### config.mk
export PLATFORM = sky130hd
export DESIGN_NAME = cdma_multiuser_spreader_unit
export DESIGN_NICKNAME = d
export VERILOG_FILES = /design/src/hw/rtl/cdma_pkg.sv /design/src/hw/rtl/cdma_multiuser_spreader_unit.sv /design/src/hw/rtl/cdma_ctrl.sv /design/src/hw/rtl/cdma_dp.sv
export VERILOG_INCLUDE_DIRS = /design/src /design/src/hw/rtl
export SDC_FILE = /design/constraint.sdc
export NUM_CORES = 1
export LEC_CHECK = 0
export ABC_AREA = 1
export BUFFER_PORTS_ARGS = -buffer_cell sky130_fd_sc_hd__buf_2
export CAP_MARGIN = 5
export CORE_AREA = 3 3 168 252
export DETAILED_ROUTE_END_ITERATION = 7
export DIE_AREA = 0 0 171 255
export PLACE_DENSITY = 0.74
export SLEW_MARGIN = 20
export SYNTH_ARGS = -nofsm -noshare
export SYNTH_HDL_FRONTEND = slang
export SYNTH_SLANG_ARGS = --single-unit
### constraint.sdc
create_clock -name clk -period 17.05 [get_ports clk]
set_input_delay 0.8525 -clock clk [delete_from_list [all_inputs] [get_ports clk]]
set_output_delay 0.8525 -clock clk [all_outputs]
set_load 0.02 [all_outputs]
### src/hw/rtl/cdma_multiuser_spreader_unit_defines.svh
// Assertion macros used by the spreader top module.
`ifndef CDMA_MULTIUSER_SPREADER_UNIT_DEFINES_SVH
`define CDMA_MULTIUSER_SPREADER_UNIT_DEFINES_SVH

// Same-cycle implication, checked outside reset.
`define CDMA_ASSERT_NOW(label, clk, rst, ante, cons, msg) \
  label: assert property (@(posedge clk) disable iff (rst) (ante) |-> (cons)) \
    else $error(msg);

// Next-cycle implication, checked outside reset.
`define CDMA_ASSERT_NEXT(label, clk, rst, ante, cons, msg) \
  label: assert property (@(posedge clk) disable iff (rst) (ante) |=> (cons)) \
    else $error(msg);

`endif

### src/hw/rtl/cdma_pkg.sv
`default_nettype none

package cdma_pkg;

  // Sizing of the block
  localparam int USERS = 8;
  localparam int CHIPS = 16;

  // Field layout of the code registers: 16 chip bits per user, 4 users per word
  localparam int CODE_W         = 16;
  localparam int USERS_PER_WORD = 4;
  localparam int CFG_DATA_W     = 64;
  localparam int CFG_IDX_W      = 3;

  // Payload widths
  localparam int USER_BITS_W = 8;
  localparam int CHIP_VAL_W  = 5;
  localparam int CHIP_IDX_W  = 4;

  // Internal widths
  localparam int USER_CNT_W = $clog2(USERS + 1);
  localparam int USER_IDX_W = $clog2(USERS);
  localparam int CHIP_CNT_W = $clog2(CHIPS + 1);
  localparam int POP_W      = $clog2(CODE_W + 1);

  // Register indexes on the configuration port
  typedef enum logic [CFG_IDX_W-1:0] {
    CFG_USER_COUNT = 3'd0,
    CFG_CHIP_COUNT = 3'd1,
    CFG_CODES_LOW  = 3'd2,
    CFG_CODES_HIGH = 3'd3
  } cfg_reg_t;

  // Controller states
  typedef enum logic [1:0] {
    ST_LOAD,
    ST_CHECK,
    ST_IDLE,
    ST_RUN
  } state_t;

  // Controller to datapath
  typedef struct packed {
    logic sweep_load;
    logic sweep_step;
    logic load_first;
    logic next_chip;
  } cmd_t;

  // Datapath to controller
  typedef struct packed {
    logic sweep_last;
    logic out_last;
  } stat_t;

endpackage

`default_nettype wire

### src/hw/rtl/cdma_multiuser_spreader_unit.sv
// Multi-user direct-sequence spreader.
// Input channel (in_valid/in_stall): one symbol time, a data bit and an
// active flag per user plus final_symbol. Output channel (out_valid/out_stall):
// one transaction per chip with chip_value, chip_index, last_chip,
// codes_valid and final_symbol_res; last_chip marks the end of the run.
// Config channel (cfg_valid/cfg_ready): register index and 64-bit data,
// cfg_ready is always high; writes must be made only while the block is
// idle, which the block does not enforce. Latency: chip 0 is on the output
// the cycle after the symbol is accepted. Throughput: one chip per cycle
// while the receiver does not stall; the next symbol is accepted in the
// cycle its predecessor's last chip is taken. When the used codes are not
// pairwise orthogonal, a symbol gives a single transaction, codes_valid low.
// After reset and after every config write, the code check runs with
// in_stall high: one load of the shift line, then sweep steps that shift
// the codes through the comparators.
// Reset clears the controller and restores the register defaults. While the
// receiver stalls, the current chip holds on the outputs and no new symbol
// is taken once the last chip is waiting.
`default_nettype none

`include "cdma_multiuser_spreader_unit_defines.svh"

module cdma_multiuser_spreader_unit import cdma_pkg::*; (
  input  logic                         clk,
  input  logic                         rst,
  input  logic                         in_valid,
  output logic                         in_stall,
  input  logic [USER_BITS_W-1:0]       data_bits,
  input  logic [USER_BITS_W-1:0]       active_mask,
  input  logic                         final_symbol,
  output logic                         out_valid,
  input  logic                         out_stall,
  output logic signed [CHIP_VAL_W-1:0] chip_value,
  output logic [CHIP_IDX_W-1:0]        chip_index,
  output logic                         last_chip,
  output logic                         codes_valid,
  output logic                         final_symbol_res,
  input  logic                         cfg_valid,
  output logic                         cfg_ready,
  input  logic [CFG_IDX_W-1:0]         cfg_index,
  input  logic [CFG_DATA_W-1:0]        cfg_data
);

  cmd_t  cmd;
  stat_t stat;
  logic  cfg_we;

  assign cfg_ready = 1'b1;
  assign cfg_we    = cfg_valid && cfg_ready;

  cdma_ctrl u_ctrl (
    .clk       (clk),
    .rst       (rst),
    .in_valid  (in_valid),
    .out_stall (out_stall),
    .cfg_we    (cfg_we),
    .stat      (stat),
    .cmd       (cmd),
    .in_stall  (in_stall),
    .out_valid (out_valid)
  );

  cdma_dp u_dp (
    .clk              (clk),
    .rst              (rst),
    .cmd              (cmd),
    .stat             (stat),
    .cfg_we           (cfg_we),
    .cfg_index        (cfg_index),
    .cfg_data         (cfg_data),
    .data_bits        (data_bits),
    .active_mask      (active_mask),
    .final_symbol     (final_symbol),
    .chip_value       (chip_value),
    .chip_index       (chip_index),
    .last_chip        (last_chip),
    .codes_valid      (codes_valid),
    .final_symbol_res (final_symbol_res)
  );

  // Chips of one run come out in order, back to back
  `CDMA_ASSERT_NEXT(a_chip_advance, clk, rst,
    out_valid && !out_stall && !last_chip,
    out_valid && (chip_index == $past(chip_index) + 4'd1),
    "chip run did not advance by one")

  // An accepted symbol starts its run at chip zero
  `CDMA_ASSERT_NEXT(a_run_start, clk, rst,
    in_valid && !in_stall,
    out_valid && (chip_index == 4'd0),
    "accepted symbol did not start at chip zero")

  // A failed code check gives a lone, final transaction
  `CDMA_ASSERT_NOW(a_bad_codes_single, clk, rst,
    out_valid && !codes_valid,
    last_chip && (chip_index == 4'd0) && (chip_value == 5'sd0),
    "flagged result is not a single empty transaction")

  // A new symbol enters a busy block only as the last chip leaves
  `CDMA_ASSERT_NOW(a_overlap_only_at_end, clk, rst,
    in_valid && !in_stall && out_valid,
    !out_stall && last_chip,
    "symbol accepted while a run was still in progress")

endmodule

`default_nettype wire

### src/hw/rtl/cdma_ctrl.sv
`default_nettype none

module cdma_ctrl import cdma_pkg::*; (
  input  logic   clk,
  input  logic   rst,
  input  logic   in_valid,
  input  logic   out_stall,
  input  logic   cfg_we,
  input  stat_t  stat,
  output cmd_t   cmd,
  output logic   in_stall,
  output logic   out_valid
);

  state_t state;
  state_t state_next;
  logic   out_take;
  logic   in_take;

  assign out_take = (state == ST_RUN) && !out_stall;
  assign in_take  = in_valid && !in_stall;

  // State register
  always_ff @(posedge clk) begin
    if (rst) begin
      state <= ST_LOAD;
    end else begin
      state <= state_next;
    end
  end

  // Next state
  always_comb begin
    state_next = state;
    if (cfg_we) begin
      state_next = ST_LOAD;
    end else begin
      unique case (state)
        ST_LOAD:  state_next = ST_CHECK;
        ST_CHECK: if (stat.sweep_last) state_next = ST_IDLE;
        ST_IDLE:  if (in_valid) state_next = ST_RUN;
        ST_RUN: begin
          if (out_take && stat.out_last && !in_valid) state_next = ST_IDLE;
        end
        default:  state_next = ST_LOAD;
      endcase
    end
  end

  // Outputs: a new symbol may enter as the last chip of the previous one leaves
  always_comb begin
    in_stall       = 1'b1;
    out_valid      = 1'b0;
    cmd.sweep_load = 1'b0;
    cmd.sweep_step = 1'b0;
    cmd.next_chip  = 1'b0;
    unique case (state)
      ST_LOAD:  cmd.sweep_load = 1'b1;
      ST_CHECK: cmd.sweep_step = 1'b1;
      ST_IDLE:  in_stall = 1'b0;
      ST_RUN: begin
        out_valid     = 1'b1;
        in_stall      = !(out_take && stat.out_last);
        cmd.next_chip = out_take && !stat.out_last;
      end
      default: ;
    endcase
    cmd.load_first = in_take;
  end

endmodule

`default_nettype wire

### src/hw/rtl/cdma_dp.sv
`default_nettype none

module cdma_dp import cdma_pkg::*; (
  input  logic                         clk,
  input  logic                         rst,
  input  cmd_t                         cmd,
  output stat_t                        stat,
  input  logic                         cfg_we,
  input  logic [CFG_IDX_W-1:0]         cfg_index,
  input  logic [CFG_DATA_W-1:0]        cfg_data,
  input  logic [USER_BITS_W-1:0]       data_bits,
  input  logic [USER_BITS_W-1:0]       active_mask,
  input  logic                         final_symbol,
  output logic signed [CHIP_VAL_W-1:0] chip_value,
  output logic [CHIP_IDX_W-1:0]        chip_index,
  output logic                         last_chip,
  output logic                         codes_valid,
  output logic                         final_symbol_res
);

  // Configuration, held saturated
  logic [USER_CNT_W-1:0] user_used;
  logic [CHIP_CNT_W-1:0] chip_used;
  logic [CFG_DATA_W-1:0] codes_low;
  logic [CFG_DATA_W-1:0] codes_high;

  // Orthogonality sweep
  logic [CODE_W-1:0]     code_of [USERS];
  logic [CODE_W-1:0]     sh [USERS];
  logic [USER_IDX_W-1:0] sweep_idx;
  logic                  check_ok;
  logic [CODE_W-1:0]     chip_mask;
  logic                  pair_bad;

  // Symbol being spread
  logic [USER_BITS_W-1:0]       data_r;
  logic [USER_BITS_W-1:0]       mask_r;
  logic [USER_BITS_W-1:0]       src_data;
  logic [USER_BITS_W-1:0]       src_mask;
  logic [CHIP_IDX_W-1:0]        jsel;
  logic signed [CHIP_VAL_W-1:0] sum;
  logic                         last_next;

  // Configuration registers
  always_ff @(posedge clk) begin
    if (rst) begin
      user_used  <= USER_CNT_W'(USERS);
      chip_used  <= CHIP_CNT_W'(CHIPS);
      codes_low  <= '0;
      codes_high <= '0;
    end else if (cfg_we) begin
      unique case (cfg_index)
        CFG_USER_COUNT: begin
          user_used <= (32'(cfg_data[3:0]) > 32'(USERS)) ? USER_CNT_W'(USERS)
                                                          : USER_CNT_W'(cfg_data[3:0]);
        end
        CFG_CHIP_COUNT: begin
          if (cfg_data[4:0] == 5'd0) begin
            chip_used <= CHIP_CNT_W'(1);
          end else if (32'(cfg_data[4:0]) > 32'(CHIPS)) begin
            chip_used <= CHIP_CNT_W'(CHIPS);
          end else begin
            chip_used <= CHIP_CNT_W'(cfg_data[4:0]);
          end
        end
        CFG_CODES_LOW:  codes_low  <= cfg_data;
        CFG_CODES_HIGH: codes_high <= cfg_data;
        default: ;
      endcase
    end
  end

  // Per-user code slices
  always_comb begin
    for (int u = 0; u < USERS; u++) begin
      if (u < USERS_PER_WORD) begin
        code_of[u] = codes_low[(u % USERS_PER_WORD)*CODE_W +: CODE_W];
      end else begin
        code_of[u] = codes_high[(u % USERS_PER_WORD)*CODE_W +: CODE_W];
      end
    end
  end

  // Chips that take part in the dot products
  always_comb begin
    for (int j = 0; j < CODE_W; j++) begin
      chip_mask[j] = (32'(j) < 32'(chip_used));
    end
  end

  // Head of the shift line against every later entry; a pair is zero when
  // agreements make up exactly half of the used chips
  always_comb begin
    logic [POP_W-1:0]      pop;
    logic [USER_CNT_W:0]   pos;
    pair_bad = 1'b0;
    for (int k = 1; k < USERS; k++) begin
      pos = (USER_CNT_W+1)'(sweep_idx) + (USER_CNT_W+1)'(k);
      pop = POP_W'($countones(~(sh[0] ^ sh[k]) & chip_mask));
      if ((pos < (USER_CNT_W+1)'(user_used)) &&
          ({1'b0, pop, 1'b0} != (POP_W+2)'(chip_used))) begin
        pair_bad = 1'b1;
      end
    end
  end

  // Sweep registers
  always_ff @(posedge clk) begin
    if (rst) begin
      sweep_idx <= '0;
      check_ok  <= 1'b1;
    end else if (cmd.sweep_load) begin
      sweep_idx <= '0;
      check_ok  <= 1'b1;
    end else if (cmd.sweep_step) begin
      sweep_idx <= sweep_idx + USER_IDX_W'(1);
      check_ok  <= check_ok & ~pair_bad;
    end
  end

  // Code shift line
  always_ff @(posedge clk) begin
    if (cmd.sweep_load) begin
      for (int u = 0; u < USERS; u++) begin
        sh[u] <= code_of[u];
      end
    end else if (cmd.sweep_step) begin
      for (int u = 0; u < USERS - 1; u++) begin
        sh[u] <= sh[u+1];
      end
    end
  end

  assign stat.sweep_last = (sweep_idx == USER_IDX_W'(USERS - 2));
  assign stat.out_last   = last_chip;

  // Chip sum: incoming symbol for chip zero, held symbol afterwards
  assign src_data  = cmd.load_first ? data_bits   : data_r;
  assign src_mask  = cmd.load_first ? active_mask : mask_r;
  assign jsel      = cmd.load_first ? '0 : chip_index + CHIP_IDX_W'(1);
  assign last_next = ((CHIP_CNT_W'(jsel) + CHIP_CNT_W'(1)) == chip_used);

  always_comb begin
    sum = '0;
    for (int u = 0; u < USERS; u++) begin
      if ((32'(u) < 32'(user_used)) && src_mask[u]) begin
        sum = sum + ((src_data[u] == code_of[u][jsel]) ? 5'sd1 : -5'sd1);
      end
    end
  end

  // Held symbol and output register
  always_ff @(posedge clk) begin
    if (cmd.load_first) begin
      data_r           <= data_bits;
      mask_r           <= active_mask;
      final_symbol_res <= final_symbol;
      chip_index       <= '0;
      codes_valid      <= check_ok;
      if (check_ok) begin
        chip_value <= sum;
        last_chip  <= last_next;
      end else begin
        chip_value <= '0;
        last_chip  <= 1'b1;
      end
    end else if (cmd.next_chip) begin
      chip_value <= sum;
      chip_index <= jsel;
      last_chip  <= last_next;
    end
  end

endmodule

`default_nettype wire
==> out/results.txt <==
status -> finished, final reports clean
worst-skew pair later-pin latency -> 550 ps
CP Max Fanout -> 27
Total GRT Usage -> 0.271
leakage power total -> 10.8 nW
Die X -> 171 µm
Reg clk slew, reported paths -> 70 ps
Worst setup SP type -> flop
Fmax -> 0.0992 GHz
worst hold slack -> 457 ps
Final min period -> 10090 ps
per-cell routed wire length -> 19.2 µm
CP Capture Type -> flop
final hold viol count -> 0
GP Congestion -> 0.985
min-delay worst type -> flop to flop
mux cell area share after synthesis -> 0
number of max-cap violations -> 0
Worst path depth -> 39
Setup Skew -> 16.1 ps
Crit path buffers/inverters -> 5
Unique masters post-synth -> 61
main combinational cell family by area after synthesis -> simple AND/OR/NAND/NOR gates
boundary pin count -> 104
largest net degree at the start of global routing -> 111
die height -> 255 µm
Mapped Area -> 20000 µm²
# DRC -> 0
Max stage delay cell, worst path -> o311ai_0
Core Region -> 40300 µm²
post-synthesis async set-or-reset flop share -> 0
Crit path max-delay family -> simple AND/OR/NAND/NOR gates
Max-slew headroom -> 0.230
Synth Area in Simple Gates -> 0.244
FF-to-FF setup slack -> 6960 ps
# nets final -> 2878
Crit path top cell by count -> nand2_1
Iter 0 DRT Violations -> 1364
Max VDD drop -> 0.0929 mV
Post-Layout Inst Area -> 21700 µm²
Worst Reg-to-Reg Cells -> 39
CTS tree -> built
gr ovfl total -> 0
setup tns final -> 0 ps
xor and xnor area share after synthesis -> 0.0555
IO Port Bufs -> 102
Power Density -> 124 nW/µm²
share of layout cells above drive strength 1 -> 0.0851
Site Rows -> 90
vias -> 17100
Post-synth EDFFs -> 136
biggest cell delay along the critical path -> 680 ps
Syn Nets -> 2849
Hold Path Depth -> 0
Final Cycle Share -> 0.592
area grow syn2layout -> 8.28%
Sink Count -> 299
Setup Crit Path Kind -> flop to flop
HPWL after DPL -> 45400 µm
Max clock buf depth -> 3
sequential element share of the synthesized area -> 0.367
Worst Tran Pin Value -> 1140 ps
ANT nets after route -> 0
Synth Instances -> 2537
post-synthesis compound-gate area fraction -> 0.0859
crit path DAT -> 10380 ps
Synth Flop Type -> dfxtp_1
antenna cells -> 0
first-pass GRT wire length -> 92200 µm
Final setup viols -> 0
Post-CTS Setup Inserts -> 0
Starting Density -> 0.497
total die area -> 43600 µm²
fin. max-slew vios -> 0
routed wire length -> 59500 µm
RSZ-0062 raised after global routing -> no
Worst EP required -> 17340 ps
CTS Buf Count -> 26
yosys synthesis warning count -> 0
root buffer cell -> clkbuf_16
number of global-route vias before repair -> 16700
Via density -> 5.52
cts repair resizes -> 0
Hold-fix buffers, CTS -> 0
Syn Area/Cell -> 7.90 µm²
Post-DP Area -> 20800 µm²
initial antenna violation count -> 0
FF+latch count, synth -> 299
drt pass-1 iters -> 6
adder-cell share of the synthesized area -> 0.171
htree depth -> 1
sequential cells by signal, summed over array words and instances (netlist names):
register / count
u_dp.codes_low: 64
u_dp.codes_high: 64
u_dp.codes_valid: 1
u_dp.sh: 128
u_dp.mask_r: 8
u_dp.data_r: 8
u_dp.sweep_idx: 3
u_dp.check_ok: 1
u_dp.chip_used: 5
u_dp.chip_index: 4
u_dp.last_chip: 1
u_dp.user_used: 4
u_dp.chip_value: 5
u_dp.final_symbol_res: 1
u_ctrl.state: 2
report_power, final:
group / internal, mW / switching [mW] / total, mW
clock: 0.343 / 0.268 / 0.610
sequential: 0.774 / 0.0318 / 0.806
combinational: 0.550 / 0.731 / 1.28
total: 1.67 / 1.03 / 2.70
metal layers:
| layer | wire length [µm] | share of wire | vias up | global-route usage |
|---|---|---|---|---|
| met5 | 0 | 0 | - | 0 |
| met4 | 4350 | 0.073 | 0 | 0.171 |
| met3 | 4110 | 0.069 | 173 | 0.0260 |
| met2 | 28200 | 0.47 | 754 | 0.453 |
| met1 | 22800 | 0.38 | 7972 | 0.338 |
| li1 | - | - | 8172 | - |
worst register-to-register path: cells and delay by family, from the launching register on:
family,cells,cell delay (ps)
buffers and inverters,5,890
and+or+nand+nor,22,3700
adders and majority gates,7,3140
xor gates and xnor gates,2,580
DFF,1,660
AOI/OAI and AO/OA,3,860
through the flow:
stage,cells,utilization,power [mW],setup slack (ps)
after global routing,3092,0.538,2.92,6480
after CTS,3091,0.538,2.70,6970
after floorplan,2537,-,1.75,8120
after detailed placement,3043,0.516,2.09,6590
after global placement,3043,0.516,2.02,6790
final,3092,0.538,2.70,6960
placed cells by master (no fill, tap or decap), types with 4 or more instances in the layout:
master,n
xor2_1,93
buf_4,14
fa_1,86
o211ai_1,4
nand2_2,15
nor3_1,4
nand3_1,151
nand2_4,4
a22oi_1,5
nand2_1,612
edfxtp_1,136
dfxtp_1,163
clkinv_2,6
o21ai_1,12
inv_2,8
inv_1,257
buf_2,102
a211oi_1,5
nand3_2,5
or2_2,13
nor2_1,367
xnor2_1,34
a2111oi_0,4
inv_4,5
a221oi_1,7
clkbuf_1,4
clkbuf_16,28
o21ai_0,180
a21oi_1,58
ha_1,137
path summary, 6_finish.rpt:
path,end,startpoint
worst max-delay path,u_dp.chip_value[4],u_ctrl.state[1]
worst min-delay path,u_dp.sh[1][54],u_dp.codes_high[54]
worst max register to register,u_dp.chip_value[4],u_ctrl.state[1]
worst min register to register,u_dp.sh[1][54],u_dp.codes_high[54]
synth_stat cells (15+ instances only):
library cell	number	area share
nand2_1	612	0.11
nor2_1	369	0.069
inv_1	259	0.049
o21ai_0	180	0.045
dfxtp_1	163	0.16
nand3_1	151	0.038
ha_1	137	0.086
edfxtp_1	136	0.20
xor2_1	93	0.041
fa_1	86	0.086
clkbuf_1	78	0.015
a21oi_1	58	0.014
xnor2_1	34	0.015
nand2_2	15	0.0047
cell type report:
class,count,area (µm²)
multi-input cells,1851,11200
flip-flops and latches,299,7350
clock buffers,35,757
fillers,3712,18600
inverters,271,1030
repair buffers,117,636
well taps,506,633
clock inverters,13,119
logic make-up (layout without fill, tap and decap cells):
logic type                 Yosys count  after routing
and+or+nand+nor                   1194           1194
buffers and inverters              387            436
AOI/OAI and AO/OA                  306            306
DFF                                299            299
adders and majority gates          223            223
xor gates and xnor gates           127            127
other                                1              1
No activity file was read; power rests on OpenSTA's default activity.
